**src/sv/hexc_pkg.sv**
```systemverilog
// Shared types, constants and the slot table for the hex20 connectivity block.
// Used by the modules and interfaces of the block but hexc_queue; depends on nothing.
`default_nettype none

package hexc_pkg;

  localparam int MAX_RES_DEF = 256;
  localparam int RES_W_DEF   = $clog2(MAX_RES_DEF + 2);

  localparam int IDX_W     = 24;
  localparam int NODE_W    = 27;
  localparam int SLOT_W    = 5;
  localparam int CFG_W     = 9;
  localparam int CFG_IDX_W = 4;
  localparam int NUM_SLOTS = 20;
  localparam int NUM_KINDS = 4;

  localparam int DIV_STEPS  = 4;
  localparam int DIV_CYCLES = IDX_W / DIV_STEPS;
  localparam int CNT_W      = $clog2(DIV_CYCLES);

  localparam int QUEUE_DEPTH = 2;

  localparam logic [SLOT_W-1:0] FIRST_SLOT = '0;
  localparam logic [SLOT_W-1:0] LAST_SLOT  = SLOT_W'(NUM_SLOTS - 1);

  typedef enum logic [CFG_IDX_W-1:0] {
    REG_X_CELLS  = 4'd0,
    REG_Y_CELLS  = 4'd1,
    REG_Z_CELLS  = 4'd2,
    REG_PERIODIC = 4'd3
  } cfg_reg_t;

  typedef enum logic [1:0] {
    KIND_CORNER = 2'd0,
    KIND_XMID   = 2'd1,
    KIND_YMID   = 2'd2,
    KIND_ZMID   = 2'd3
  } node_kind_t;

  typedef enum logic [1:0] {
    F_IDLE  = 2'd0,
    F_DIV_X = 2'd1,
    F_DIV_Y = 2'd2,
    F_PUSH  = 2'd3
  } front_state_t;

  typedef struct packed {
    node_kind_t kind;
    logic       di;
    logic       dj;
    logic       dk;
  } slot_info_t;

  function automatic slot_info_t slot_info(input logic [SLOT_W-1:0] s);
    slot_info_t r;
    case (s)
      5'd0:    r = '{KIND_CORNER, 1'b0, 1'b0, 1'b0};
      5'd1:    r = '{KIND_CORNER, 1'b1, 1'b0, 1'b0};
      5'd2:    r = '{KIND_CORNER, 1'b1, 1'b1, 1'b0};
      5'd3:    r = '{KIND_CORNER, 1'b0, 1'b1, 1'b0};
      5'd4:    r = '{KIND_CORNER, 1'b0, 1'b0, 1'b1};
      5'd5:    r = '{KIND_CORNER, 1'b1, 1'b0, 1'b1};
      5'd6:    r = '{KIND_CORNER, 1'b1, 1'b1, 1'b1};
      5'd7:    r = '{KIND_CORNER, 1'b0, 1'b1, 1'b1};
      5'd8:    r = '{KIND_XMID,   1'b0, 1'b0, 1'b0};
      5'd9:    r = '{KIND_YMID,   1'b1, 1'b0, 1'b0};
      5'd10:   r = '{KIND_XMID,   1'b0, 1'b1, 1'b0};
      5'd11:   r = '{KIND_YMID,   1'b0, 1'b0, 1'b0};
      5'd12:   r = '{KIND_XMID,   1'b0, 1'b0, 1'b1};
      5'd13:   r = '{KIND_YMID,   1'b1, 1'b0, 1'b1};
      5'd14:   r = '{KIND_XMID,   1'b0, 1'b1, 1'b1};
      5'd15:   r = '{KIND_YMID,   1'b0, 1'b0, 1'b1};
      5'd16:   r = '{KIND_ZMID,   1'b0, 1'b0, 1'b0};
      5'd17:   r = '{KIND_ZMID,   1'b1, 1'b0, 1'b0};
      5'd18:   r = '{KIND_ZMID,   1'b1, 1'b1, 1'b0};
      5'd19:   r = '{KIND_ZMID,   1'b0, 1'b1, 1'b0};
      default: r = '{KIND_CORNER, 1'b0, 1'b0, 1'b0};
    endcase
    return r;
  endfunction

endpackage

`default_nettype wire

```
**src/sv/hexc_if.sv**
```systemverilog
// Channel interfaces of the hex20 connectivity block: element requests,
// node results and configuration writes. Depends on hexc_pkg.
`default_nettype none

interface hexc_elem_if;
  logic                       valid;
  logic                       ready;
  logic [hexc_pkg::IDX_W-1:0] element_index;
  modport source(output valid, output element_index, input ready);
  modport sink(input valid, input element_index, output ready);
endinterface

interface hexc_node_if;
  logic                        valid;
  logic                        ready;
  logic [hexc_pkg::NODE_W-1:0] node_index;
  logic [hexc_pkg::SLOT_W-1:0] node_slot;
  logic                        last_node;
  logic                        range_error;
  modport source(output valid, output node_index, output node_slot, output last_node,
                 output range_error, input ready);
  modport sink(input valid, input node_index, input node_slot, input last_node,
               input range_error, output ready);
endinterface

interface hexc_cfg_if;
  logic                           valid;
  logic                           ready;
  logic [hexc_pkg::CFG_IDX_W-1:0] index;
  logic [hexc_pkg::CFG_W-1:0]     data;
  modport source(output valid, output index, output data, input ready);
  modport sink(input valid, input index, input data, output ready);
endinterface

`default_nettype wire

```
**src/sv/hexc_cfg.sv**
```systemverilog
// Configuration registers and the derived grid geometry (strides, block bases,
// element count) for the hex20 connectivity block. Depends on hexc_pkg, hexc_if.
`default_nettype none

module hexc_cfg #(
  parameter int MAX_RES = hexc_pkg::MAX_RES_DEF,
  parameter int RES_W   = hexc_pkg::RES_W_DEF
) (
  input  wire logic                                          clk,
  input  wire logic                                          rst,
  hexc_cfg_if.sink                                           cfg,
  output logic [RES_W-1:0]                                   nx,
  output logic [RES_W-1:0]                                   ny,
  output logic [RES_W-1:0]                                   nz,
  output logic                                               periodic,
  output logic [3*RES_W-1:0]                                 ne,
  output logic [hexc_pkg::NUM_KINDS-1:0][hexc_pkg::NODE_W-1:0] cstride,
  output logic [hexc_pkg::NUM_KINDS-1:0][RES_W-1:0]            bstride,
  output logic [hexc_pkg::NUM_KINDS-1:0][hexc_pkg::NODE_W-1:0] base
);

  localparam int P_W  = 2 * RES_W;
  localparam int NE_W = 3 * RES_W;
  localparam int NW   = hexc_pkg::NODE_W;

  logic [hexc_pkg::CFG_W-1:0] x_cells;
  logic [hexc_pkg::CFG_W-1:0] y_cells;
  logic [hexc_pkg::CFG_W-1:0] z_cells;
  logic                       periodic_mode;

  logic [RES_W-1:0] nx1;
  logic [RES_W-1:0] ny1;
  logic [RES_W-1:0] nz1;

  logic [P_W-1:0]   nxny;
  logic [P_W-1:0]   plane;
  logic [P_W-1:0]   nxny1;
  logic [P_W-1:0]   nx1ny;
  logic [RES_W-1:0] nz_s1;
  logic [RES_W-1:0] nz1_s1;
  logic [RES_W-1:0] nx_s1;
  logic [RES_W-1:0] nx1_s1;
  logic             per_s1;

  logic [NE_W-1:0]  ne_full;
  logic [NW-1:0]    ncorner;
  logic [NW-1:0]    nxmid;
  logic [NW-1:0]    nymid;

  function automatic logic [RES_W-1:0] clamp_res(input logic [hexc_pkg::CFG_W-1:0] v);
    if (v == '0) begin
      return RES_W'(1);
    end else if (32'(v) > MAX_RES) begin
      return RES_W'(MAX_RES);
    end else begin
      return RES_W'(v);
    end
  endfunction

  assign cfg.ready = 1'b1;

  always_ff @(posedge clk) begin
    if (rst) begin
      x_cells       <= hexc_pkg::CFG_W'(1);
      y_cells       <= hexc_pkg::CFG_W'(1);
      z_cells       <= hexc_pkg::CFG_W'(1);
      periodic_mode <= 1'b0;
    end else if (cfg.valid) begin
      case (cfg.index)
        hexc_pkg::REG_X_CELLS:  x_cells       <= cfg.data;
        hexc_pkg::REG_Y_CELLS:  y_cells       <= cfg.data;
        hexc_pkg::REG_Z_CELLS:  z_cells       <= cfg.data;
        hexc_pkg::REG_PERIODIC: periodic_mode <= cfg.data[0];
        default: ;
      endcase
    end
  end

  assign nx       = clamp_res(x_cells);
  assign ny       = clamp_res(y_cells);
  assign nz       = clamp_res(z_cells);
  assign periodic = periodic_mode;
  assign nx1      = nx + RES_W'(1);
  assign ny1      = ny + RES_W'(1);
  assign nz1      = nz + RES_W'(1);
  assign ne       = ne_full;

  // products of two resolutions
  always_ff @(posedge clk) begin
    nxny   <= P_W'(nx) * P_W'(ny);
    plane  <= P_W'(nx1) * P_W'(ny1);
    nxny1  <= P_W'(nx) * P_W'(ny1);
    nx1ny  <= P_W'(nx1) * P_W'(ny);
    nz_s1  <= nz;
    nz1_s1 <= nz1;
    nx_s1  <= nx;
    nx1_s1 <= nx1;
    per_s1 <= periodic_mode;
  end

  // products of three resolutions
  always_ff @(posedge clk) begin
    ne_full <= NE_W'(nxny) * NE_W'(nz_s1);
    ncorner <= NW'(NE_W'(plane) * NE_W'(nz1_s1));
    nxmid   <= NW'(NE_W'(nxny1) * NE_W'(nz1_s1));
    nymid   <= NW'(NE_W'(nx1ny) * NE_W'(nz1_s1));
  end

  // per-kind strides and block bases
  always_ff @(posedge clk) begin
    if (per_s1) begin
      cstride[hexc_pkg::KIND_CORNER] <= NW'(nxny);
      cstride[hexc_pkg::KIND_XMID]   <= NW'(nxny);
      cstride[hexc_pkg::KIND_YMID]   <= NW'(nxny);
      cstride[hexc_pkg::KIND_ZMID]   <= NW'(nxny);
      bstride[hexc_pkg::KIND_CORNER] <= nx_s1;
      bstride[hexc_pkg::KIND_XMID]   <= nx_s1;
      bstride[hexc_pkg::KIND_YMID]   <= nx_s1;
      bstride[hexc_pkg::KIND_ZMID]   <= nx_s1;
      base[hexc_pkg::KIND_CORNER]    <= '0;
      base[hexc_pkg::KIND_XMID]      <= NW'(ne_full);
      base[hexc_pkg::KIND_YMID]      <= NW'(ne_full) << 1;
      base[hexc_pkg::KIND_ZMID]      <= (NW'(ne_full) << 1) + NW'(ne_full);
    end else begin
      cstride[hexc_pkg::KIND_CORNER] <= NW'(plane);
      cstride[hexc_pkg::KIND_XMID]   <= NW'(nxny1);
      cstride[hexc_pkg::KIND_YMID]   <= NW'(nx1ny);
      cstride[hexc_pkg::KIND_ZMID]   <= NW'(plane);
      bstride[hexc_pkg::KIND_CORNER] <= nx1_s1;
      bstride[hexc_pkg::KIND_XMID]   <= nx_s1;
      bstride[hexc_pkg::KIND_YMID]   <= nx1_s1;
      bstride[hexc_pkg::KIND_ZMID]   <= nx1_s1;
      base[hexc_pkg::KIND_CORNER]    <= '0;
      base[hexc_pkg::KIND_XMID]      <= ncorner;
      base[hexc_pkg::KIND_YMID]      <= ncorner + nxmid;
      base[hexc_pkg::KIND_ZMID]      <= ncorner + nxmid + nymid;
    end
  end

endmodule

`default_nettype wire

```
**src/sv/hexc_front.sv**
```systemverilog
// Front end: takes element requests, splits the index into cell coordinates
// with a shared radix-16 divider and range-checks it. Depends on hexc_pkg, hexc_if.
`default_nettype none

module hexc_front #(
  parameter int RES_W   = hexc_pkg::RES_W_DEF,
  parameter int NE_W    = 3 * hexc_pkg::RES_W_DEF,
  parameter int ENTRY_W = 3 * hexc_pkg::RES_W_DEF + 1
) (
  input  wire logic               clk,
  input  wire logic               rst,
  hexc_elem_if.sink               elem,
  input  wire logic [RES_W-1:0]   nx,
  input  wire logic [RES_W-1:0]   ny,
  input  wire logic [NE_W-1:0]    ne,
  output logic                    push_valid,
  input  wire logic               push_ready,
  output logic [ENTRY_W-1:0]      push_data
);

  localparam int IW    = hexc_pkg::IDX_W;
  localparam int CMP_W = (NE_W > IW) ? NE_W : IW;

  hexc_pkg::front_state_t state;
  hexc_pkg::front_state_t state_next;

  logic [hexc_pkg::CNT_W-1:0] cnt;
  logic [IW-1:0]              idx;
  logic [IW-1:0]              dq;
  logic [RES_W-1:0]           rem;
  logic [RES_W-1:0]           i_val;

  logic [RES_W-1:0] divisor;
  logic [RES_W-1:0] r_step;
  logic [IW-1:0]    q_step;
  logic [RES_W:0]   r_sh;
  logic             cnt_last;
  logic             load;
  logic             div_step;
  logic             oor;

  assign cnt_last = (cnt == hexc_pkg::CNT_W'(hexc_pkg::DIV_CYCLES - 1));
  assign oor      = (CMP_W'(idx) >= CMP_W'(ne));

  // radix-16 restoring step: four quotient bits per cycle
  always_comb begin
    divisor = (state == hexc_pkg::F_DIV_X) ? nx : ny;
    r_step  = rem;
    q_step  = dq;
    r_sh    = '0;
    for (int n = 0; n < hexc_pkg::DIV_STEPS; n++) begin
      r_sh   = {r_step, q_step[IW-1]};
      q_step = {q_step[IW-2:0], 1'b0};
      if (r_sh >= {1'b0, divisor}) begin
        r_sh      = r_sh - {1'b0, divisor};
        q_step[0] = 1'b1;
      end
      r_step = r_sh[RES_W-1:0];
    end
  end

  always_comb begin
    state_next = state;
    case (state)
      hexc_pkg::F_IDLE: begin
        if (elem.valid) state_next = hexc_pkg::F_DIV_X;
      end
      hexc_pkg::F_DIV_X: begin
        if (cnt_last) state_next = hexc_pkg::F_DIV_Y;
      end
      hexc_pkg::F_DIV_Y: begin
        if (cnt_last) state_next = hexc_pkg::F_PUSH;
      end
      hexc_pkg::F_PUSH: begin
        if (push_ready) begin
          state_next = elem.valid ? hexc_pkg::F_DIV_X : hexc_pkg::F_IDLE;
        end
      end
      default: state_next = hexc_pkg::F_IDLE;
    endcase
  end

  always_comb begin
    elem.ready = 1'b0;
    push_valid = 1'b0;
    div_step   = 1'b0;
    case (state)
      hexc_pkg::F_IDLE:  elem.ready = 1'b1;
      hexc_pkg::F_DIV_X: div_step   = 1'b1;
      hexc_pkg::F_DIV_Y: div_step   = 1'b1;
      hexc_pkg::F_PUSH: begin
        push_valid = 1'b1;
        elem.ready = push_ready;
      end
      default: ;
    endcase
    load = elem.ready && elem.valid;
  end

  assign push_data = {oor, dq[RES_W-1:0], rem, i_val};

  always_ff @(posedge clk) begin
    if (rst) begin
      state <= hexc_pkg::F_IDLE;
      cnt   <= '0;
    end else begin
      state <= state_next;
      if (load || (div_step && cnt_last)) begin
        cnt <= '0;
      end else if (div_step) begin
        cnt <= cnt + hexc_pkg::CNT_W'(1);
      end
    end
  end

  always_ff @(posedge clk) begin
    if (load) begin
      idx <= elem.element_index;
      dq  <= elem.element_index;
      rem <= '0;
    end else if (div_step) begin
      dq <= q_step;
      if (cnt_last && state == hexc_pkg::F_DIV_X) begin
        i_val <= r_step;
        rem   <= '0;
      end else begin
        rem <= r_step;
      end
    end
  end

endmodule

`default_nettype wire

```
**src/sv/hexc_queue.sv**
```systemverilog
// Small show-ahead queue between the front and back ends of the hex20
// connectivity block. Depends on nothing.
`default_nettype none

module hexc_queue #(
  parameter int W     = 8,
  parameter int DEPTH = 2
) (
  input  wire logic         clk,
  input  wire logic         rst,
  input  wire logic         push_valid,
  output logic              push_ready,
  input  wire logic [W-1:0] push_data,
  output logic              pop_valid,
  input  wire logic         pop_ready,
  output logic [W-1:0]      pop_data
);

  localparam int PW = (DEPTH > 1) ? $clog2(DEPTH) : 1;
  localparam int CW = $clog2(DEPTH + 1);

  logic [W-1:0]  mem [DEPTH];
  logic [PW-1:0] wr_ptr;
  logic [PW-1:0] rd_ptr;
  logic [CW-1:0] count;
  logic          do_push;
  logic          do_pop;

  assign push_ready = (count != CW'(DEPTH));
  assign pop_valid  = (count != '0);
  assign pop_data   = mem[rd_ptr];
  assign do_push    = push_valid && push_ready;
  assign do_pop     = pop_valid && pop_ready;

  always_ff @(posedge clk) begin
    if (rst) begin
      wr_ptr <= '0;
      rd_ptr <= '0;
      count  <= '0;
    end else begin
      if (do_push) begin
        wr_ptr <= (wr_ptr == PW'(DEPTH - 1)) ? '0 : wr_ptr + PW'(1);
      end
      if (do_pop) begin
        rd_ptr <= (rd_ptr == PW'(DEPTH - 1)) ? '0 : rd_ptr + PW'(1);
      end
      if (do_push && !do_pop) begin
        count <= count + CW'(1);
      end else if (do_pop && !do_push) begin
        count <= count - CW'(1);
      end
    end
  end

  always_ff @(posedge clk) begin
    if (do_push) begin
      mem[wr_ptr] <= push_data;
    end
  end

endmodule

`default_nettype wire

```
**src/sv/hexc_back.sv**
```systemverilog
// Back end: walks each queued element's 20 node slots (one if out of range) via a
// three-stage stall pipeline (offsets, products, sum). Depends on hexc_pkg, hexc_if.
`default_nettype none

module hexc_back #(
  parameter int RES_W   = hexc_pkg::RES_W_DEF,
  parameter int ENTRY_W = 3 * hexc_pkg::RES_W_DEF + 1
) (
  input  wire logic                                               clk,
  input  wire logic                                               rst,
  input  wire logic                                               pop_valid,
  output logic                                                    pop_ready,
  input  wire logic [ENTRY_W-1:0]                                 pop_data,
  input  wire logic [RES_W-1:0]                                   nx,
  input  wire logic [RES_W-1:0]                                   ny,
  input  wire logic [RES_W-1:0]                                   nz,
  input  wire logic                                               periodic,
  input  wire logic [hexc_pkg::NUM_KINDS-1:0][hexc_pkg::NODE_W-1:0] cstride,
  input  wire logic [hexc_pkg::NUM_KINDS-1:0][RES_W-1:0]            bstride,
  input  wire logic [hexc_pkg::NUM_KINDS-1:0][hexc_pkg::NODE_W-1:0] base,
  hexc_node_if.source                                             node
);

  localparam int NW = hexc_pkg::NODE_W;
  localparam int SW = hexc_pkg::SLOT_W;

  logic [RES_W-1:0] e_i;
  logic [RES_W-1:0] e_j;
  logic [RES_W-1:0] e_k;
  logic             e_oor;

  logic [SW-1:0]          slot;
  hexc_pkg::slot_info_t   info;
  logic                   issue_last;
  logic                   adv;
  logic [RES_W:0]         a_sum;
  logic [RES_W:0]         b_sum;
  logic [RES_W:0]         c_sum;
  logic [RES_W-1:0]       a_wrap;
  logic [RES_W-1:0]       b_wrap;
  logic [RES_W-1:0]       c_wrap;

  logic                   v1;
  hexc_pkg::node_kind_t   kind1;
  logic [RES_W-1:0]       a1;
  logic [RES_W-1:0]       b1;
  logic [RES_W-1:0]       c1;
  logic [SW-1:0]          slot1;
  logic                   last1;
  logic                   oor1;

  logic                   v2;
  logic [NW-1:0]          pc2;
  logic [NW-1:0]          pb2;
  logic [NW-1:0]          base2;
  logic [RES_W-1:0]       a2;
  logic [SW-1:0]          slot2;
  logic                   last2;
  logic                   oor2;

  logic                   v3;

  assign {e_oor, e_k, e_j, e_i} = pop_data;

  assign adv        = !v3 || node.ready;
  assign info       = hexc_pkg::slot_info(slot);
  assign issue_last = e_oor || (slot == hexc_pkg::LAST_SLOT);
  assign pop_ready  = adv && issue_last;

  // neighbor offsets, wrapped in periodic mode
  always_comb begin
    a_sum  = {1'b0, e_i} + (RES_W + 1)'(info.di);
    b_sum  = {1'b0, e_j} + (RES_W + 1)'(info.dj);
    c_sum  = {1'b0, e_k} + (RES_W + 1)'(info.dk);
    a_wrap = RES_W'(a_sum);
    b_wrap = RES_W'(b_sum);
    c_wrap = RES_W'(c_sum);
    if (periodic && a_sum >= {1'b0, nx}) a_wrap = RES_W'(a_sum - {1'b0, nx});
    if (periodic && b_sum >= {1'b0, ny}) b_wrap = RES_W'(b_sum - {1'b0, ny});
    if (periodic && c_sum >= {1'b0, nz}) c_wrap = RES_W'(c_sum - {1'b0, nz});
  end

  always_ff @(posedge clk) begin
    if (rst) begin
      slot <= hexc_pkg::FIRST_SLOT;
      v1   <= 1'b0;
      v2   <= 1'b0;
      v3   <= 1'b0;
    end else if (adv) begin
      if (pop_valid) begin
        slot <= issue_last ? hexc_pkg::FIRST_SLOT : slot + SW'(1);
      end
      v1 <= pop_valid;
      v2 <= v1;
      v3 <= v2;
    end
  end

  always_ff @(posedge clk) begin
    if (adv) begin
      kind1 <= info.kind;
      a1    <= a_wrap;
      b1    <= b_wrap;
      c1    <= c_wrap;
      slot1 <= slot;
      last1 <= issue_last;
      oor1  <= e_oor;

      pc2   <= NW'((RES_W + NW)'(c1) * (RES_W + NW)'(cstride[kind1]));
      pb2   <= NW'((2 * RES_W)'(b1) * (2 * RES_W)'(bstride[kind1]));
      base2 <= base[kind1];
      a2    <= a1;
      slot2 <= slot1;
      last2 <= last1;
      oor2  <= oor1;

      node.node_index  <= oor2 ? '0 : base2 + pc2 + pb2 + NW'(a2);
      node.node_slot   <= oor2 ? hexc_pkg::FIRST_SLOT : slot2;
      node.last_node   <= last2;
      node.range_error <= oor2;
    end
  end

  assign node.valid = v3;

endmodule

`default_nettype wire

```
**src/sv/hex20_element_connectivity.sv**
```systemverilog
// Hex20 element connectivity: for each element index request the block returns
// the element's twenty global node indices, slot 0 to 19, one result per cycle
// while the sink is ready, or a single flagged result when the index is at or
// beyond x*y*z cells. Sustained throughput is set by the back end, which emits
// one node per cycle while the sink is ready; the front end makes two passes
// through its radix-16 divider per element and then queues it, so a run of
// out-of-range requests is paced by the front end. Geometry tables are registered
// and settle after a configuration write. Depends on hexc_pkg, hexc_if and all
// hexc_* modules.
`default_nettype none

module hex20_element_connectivity #(
  parameter int MAX_RES = hexc_pkg::MAX_RES_DEF
) (
  input  wire logic   clk,
  input  wire logic   rst,
  hexc_cfg_if.sink    cfg,
  hexc_elem_if.sink   elem,
  hexc_node_if.source node
);

  localparam int RES_W   = $clog2(MAX_RES + 2);
  localparam int NE_W    = 3 * RES_W;
  localparam int ENTRY_W = 3 * RES_W + 1;

  logic [RES_W-1:0] nx;
  logic [RES_W-1:0] ny;
  logic [RES_W-1:0] nz;
  logic             periodic;
  logic [NE_W-1:0]  ne;

  logic [hexc_pkg::NUM_KINDS-1:0][hexc_pkg::NODE_W-1:0] cstride;
  logic [hexc_pkg::NUM_KINDS-1:0][RES_W-1:0]            bstride;
  logic [hexc_pkg::NUM_KINDS-1:0][hexc_pkg::NODE_W-1:0] base;

  logic               push_valid;
  logic               push_ready;
  logic [ENTRY_W-1:0] push_data;
  logic               pop_valid;
  logic               pop_ready;
  logic [ENTRY_W-1:0] pop_data;

  hexc_cfg #(
    .MAX_RES(MAX_RES),
    .RES_W  (RES_W)
  ) u_cfg (
    .clk     (clk),
    .rst     (rst),
    .cfg     (cfg),
    .nx      (nx),
    .ny      (ny),
    .nz      (nz),
    .periodic(periodic),
    .ne      (ne),
    .cstride (cstride),
    .bstride (bstride),
    .base    (base)
  );

  hexc_front #(
    .RES_W  (RES_W),
    .NE_W   (NE_W),
    .ENTRY_W(ENTRY_W)
  ) u_front (
    .clk       (clk),
    .rst       (rst),
    .elem      (elem),
    .nx        (nx),
    .ny        (ny),
    .ne        (ne),
    .push_valid(push_valid),
    .push_ready(push_ready),
    .push_data (push_data)
  );

  hexc_queue #(
    .W    (ENTRY_W),
    .DEPTH(hexc_pkg::QUEUE_DEPTH)
  ) u_queue (
    .clk       (clk),
    .rst       (rst),
    .push_valid(push_valid),
    .push_ready(push_ready),
    .push_data (push_data),
    .pop_valid (pop_valid),
    .pop_ready (pop_ready),
    .pop_data  (pop_data)
  );

  hexc_back #(
    .RES_W  (RES_W),
    .ENTRY_W(ENTRY_W)
  ) u_back (
    .clk      (clk),
    .rst      (rst),
    .pop_valid(pop_valid),
    .pop_ready(pop_ready),
    .pop_data (pop_data),
    .nx       (nx),
    .ny       (ny),
    .nz       (nz),
    .periodic (periodic),
    .cstride  (cstride),
    .bstride  (bstride),
    .base     (base),
    .node     (node)
  );

endmodule

`default_nettype wire
```
**src/flat_wrapper.sv**
```systemverilog
// flat-port wrapper written by rule: the top's interface ports become plain ports
module hex20_element_connectivity_flat 
#(
  parameter int MAX_RES = hexc_pkg::MAX_RES_DEF
)
  (clk, rst, cfg_valid, cfg_index, cfg_data, cfg_ready, elem_valid, elem_element_index, elem_ready, node_valid, node_node_index, node_node_slot, node_last_node, node_range_error, node_ready);
  hexc_cfg_if cfg_i ();
  hexc_elem_if elem_i ();
  hexc_node_if node_i ();
  input  wire logic clk;
  input  wire logic rst;
  input wire logic [$bits(cfg_i.valid)-1:0] cfg_valid;
  input wire logic [$bits(cfg_i.index)-1:0] cfg_index;
  input wire logic [$bits(cfg_i.data)-1:0] cfg_data;
  output wire logic [$bits(cfg_i.ready)-1:0] cfg_ready;
  input wire logic [$bits(elem_i.valid)-1:0] elem_valid;
  input wire logic [$bits(elem_i.element_index)-1:0] elem_element_index;
  output wire logic [$bits(elem_i.ready)-1:0] elem_ready;
  output wire logic [$bits(node_i.valid)-1:0] node_valid;
  output wire logic [$bits(node_i.node_index)-1:0] node_node_index;
  output wire logic [$bits(node_i.node_slot)-1:0] node_node_slot;
  output wire logic [$bits(node_i.last_node)-1:0] node_last_node;
  output wire logic [$bits(node_i.range_error)-1:0] node_range_error;
  input wire logic [$bits(node_i.ready)-1:0] node_ready;
  assign cfg_i.valid = cfg_valid;
  assign cfg_i.index = cfg_index;
  assign cfg_i.data = cfg_data;
  assign cfg_ready = cfg_i.ready;
  assign elem_i.valid = elem_valid;
  assign elem_i.element_index = elem_element_index;
  assign elem_ready = elem_i.ready;
  assign node_valid = node_i.valid;
  assign node_node_index = node_i.node_index;
  assign node_node_slot = node_i.node_slot;
  assign node_last_node = node_i.last_node;
  assign node_range_error = node_i.range_error;
  assign node_i.ready = node_ready;
  hex20_element_connectivity #(.MAX_RES(MAX_RES)) u_core (.clk(clk), .rst(rst), .cfg(cfg_i), .elem(elem_i), .node(node_i));
endmodule
```
**config.mk**
```make
export PLATFORM = sky130hd
export DESIGN_NAME = hex20_element_connectivity_flat
export DESIGN_NICKNAME = d
export VERILOG_FILES = /design/src/sv/hexc_pkg.sv /design/src/sv/hexc_if.sv /design/src/sv/hexc_cfg.sv /design/src/sv/hexc_front.sv /design/src/sv/hexc_queue.sv /design/src/sv/hexc_back.sv /design/src/sv/hex20_element_connectivity.sv /design/src/flat_wrapper.sv
export SDC_FILE = /design/constraint.sdc
export NUM_CORES = 2
export LEC_CHECK = 0
export BUFFER_PORTS_ARGS = -buffer_cell sky130_fd_sc_hd__buf_2
export CAP_MARGIN = 20
export CORE_ASPECT_RATIO = 0.7
export CORE_UTILIZATION = 35
export CTS_CLUSTER_SIZE = 25
export DETAILED_ROUTE_END_ITERATION = 16
export REMOVE_ABC_BUFFERS = 1
export SLEW_MARGIN = 30
export SYNTH_ARGS = -nofsm -noshare
export SYNTH_HDL_FRONTEND = slang
export SYNTH_SLANG_ARGS = --single-unit
```
**constraint.sdc**
```tcl
create_clock -name clk -period 11.4 [get_ports clk]
set_input_delay 1.71 -clock clk [delete_from_list [all_inputs] [get_ports clk]]
set_output_delay 1.71 -clock clk [all_outputs]
set_load 0.1 [all_outputs]
```
==> impl_metrics.ini <==
[setup_path]
cp-start-kind = register
cpPeakStageDelay_ns = 0.45
cp-end-kind = register
critPathKind = reg2reg
crit_slowest_cell = nor4_1
worstPathRequired_ns = 11.83
crit_path_max_fanout = 10
cpMostUsedCell = a21oi_1
worstPathArrival_ns = 11.06

[cts]
postCtsSetupBuffers = 0
cts_buffer_depth = 3
cts_inserted_buffers = 74
hold_buffers = 0
cts_max_level = 3
clockRootBuffer = clkbuf_16
path_clk_slew_ns = 0.07
post_cts_resized = 0
clk_latency_ns = 0.69
tritoncts = done
cts_sinks = 701

[flow_run]
max-cap-violations = 0

[drt]
drc = 0
initialDrtViolationCount = 4346
via_per_inst = 5.08
routedWlPerCell_um = 20.6
first_pass_iters = 6
wl_um = 203000
vias = 50200
ant_nets = 0

[logic_synthesis]
synth_largest_area_cell = fa_1
ys_top_cells_by_count = inv_1, nand2_1, fa_1
synth_cell_types = 90
synth_edf_count = 271
synth_seq_cells = 701
ys_seq_area_share_pct = 24.6
synth_area_leaders = fa_1, dfxtp_1, ha_1, edfxtp_1, inv_1
netlist.area_leader.share_pct = 25.1
yosysWarnings = 0
synthesis.area_um2 = 68000
synth_most_common_cell = inv_1
syn_avg_cell_area_um2 = 9.39
synth_cells = 7240
synthFlopType = dfxtp_1
synth-async-reset-ratio_pct = 0

[placement]
place_congestion = 0.904
hpwl_um = 162000
dp.cells = 9735
placed_area_um2 = 71500
portBuffers = 77

[timing]
fmax_ghz = 0.0940
min_period_over_period_pct = 93.3
worst_pin_slew_ns = 1.11
min_period_ns = 10.64
hold_viol = 0
fin_tns_setup_ns = 0
rsz0062_at_grt = no
maxSlewHeadroom_pct = 25.5
setup_viol = 0
drv_slew = 0
finalClockSkew_ns = 0.0295

[floorplanning]
start_util_pct = 35.4
die-area_um2 = 196000
core_region_area_um2 = 192000
fp.dieW_um = 529
die_h_um = 371
ios = 79
fp-row-count = 134

[power_and_ir_drop]
p_leak_uw = 0.0343
peakVddDrop_uv = 1060
power_density_nw_per_um2 = 216

[layout]
finalNetCount = 8776
stdcell_area_um2 = 74000
layout-drive-gt1-share_pct = 6.71
stdcell_count = 9876
area_growth_pct = 8.94

[outcome]
status = completed

[hold_path]
hp-class = reg2reg

[global_routing]
grt_pass1_vias = 50000
antenna_found_initial = 25
grt_pass1_wl_um = 306000
grt_use_total_pct = 20.8
overflow = 0
grt_max_degree = 78
kinds of logic after synthesis:
group,count (synthesis),share of synthesized area (%)
mux,157,2.49
simple gates,2236,15.2
xor+xnor,332,4.28
fa+ha+maj,1511,37.2
flops,701,24.6
compound gates,881,8.30
buf+inv,1421,7.88
other cells,1,0.00552
sequential cells by signal, indices dropped and copies added (netlist names), 24 cells and up, named ones only:
signal	count
u_core.u_cfg.base	81
u_core.u_queue.mem	56
u_core.u_cfg.cstride	54
u_core.u_back.base2	27
u_core.u_back.node.node_index	27
u_core.u_back.pc2	27
u_core.u_cfg.ncorner	27
u_core.u_cfg.ne	27
u_core.u_cfg.nxmid	27
u_core.u_cfg.nymid	27
u_core.u_front.dq	24
u_core.u_front.idx	24
path summary, 6_finish.rpt:
path | to | start | cells after the start | slack, ns
max | u_core.u_front.i_val[4] | u_core.u_cfg.y_cells[3] | 42 | 0.76
min | u_core.u_cfg.bstride[10] | u_core.u_cfg.nx_s1[1] | 0 | 0.34
max reg2reg | u_core.u_front.i_val[4] | u_core.u_cfg.y_cells[3] | 42 | 0.76
min reg2reg | u_core.u_cfg.bstride[10] | u_core.u_cfg.nx_s1[1] | 0 | 0.34
report_power, final:
part	switching (uW)	total (uW)	internal, uW
clock network	1140	2570	1440
logic	5510	9790	4280
registers	340	3660	3320
metrics by stage:
step	total power [uW]	util (%)	setup WS (ns)	hold WS (ns)
finish	16000	38.6	0.764	0.345
global route	17300	38.6	0.126	0.352
CTS	16100	38.6	0.822	0.344
detailed placement	13500	37.3	0.879	0.331
global placement	13500	37.2	0.934	0.331
floorplan	10300	-	1.20	0.326
metal layers:
| metal | GRT usage, % | wire, um | vias up |
|---|---|---|---|
| li1 | - | - | 23000 |
| met1 | 30.4 | 95200 | 25000 |
| met2 | 27.1 | 75100 | 1857 |
| met3 | 9.51 | 27400 | 274 |
| met4 | 5.19 | 5450 | 16 |
| met5 | 0 | 96 | - |
cell usage in the layout (no fill, tap or decap), types with 15 or more instances in the layout:
cell type	n
a211oi_1	37
a21boi_0	25
a21o_1	73
a21oi_1	247
a22o_1	34
a31oi_1	17
and2_1	364
and3_1	32
buf_2	77
buf_4	122
clkbuf_16	77
clkinv_1	15
dfxtp_1	422
edfxtp_1	271
fa_1	852
ha_1	655
inv_1	1120
mux2_2	93
mux2i_1	63
nand2_1	1044
nand2b_1	45
nand3_1	66
nand4_1	25
nor2_1	397
nor2b_1	94
nor3_1	65
o21a_1	43
o21ai_0	235
o21bai_1	17
o31ai_1	21
or2_2	21
or3_1	28
xnor2_1	228
xor2_1	101
worst max-delay path: cells and delay by family (launching register included):
family	cells	cell delay, ns
simple gates	12	2.56
flops	1	0.38
buf+inv	4	0.65
fa+ha+maj	5	1.75
compound gates	18	4.09
mux	3	0.93
final cells by class:
type	count	area, um2
flip-flops and latches	701	16800
multi-input cells	5118	45900
clock buffers	93	2030
clock inverters	44	472
well taps	2584	3230
diodes	4	10.0
inverters	1132	4260
repair buffers	200	1330
fillers	19200	118000
(Power assumes the default switching activity.)
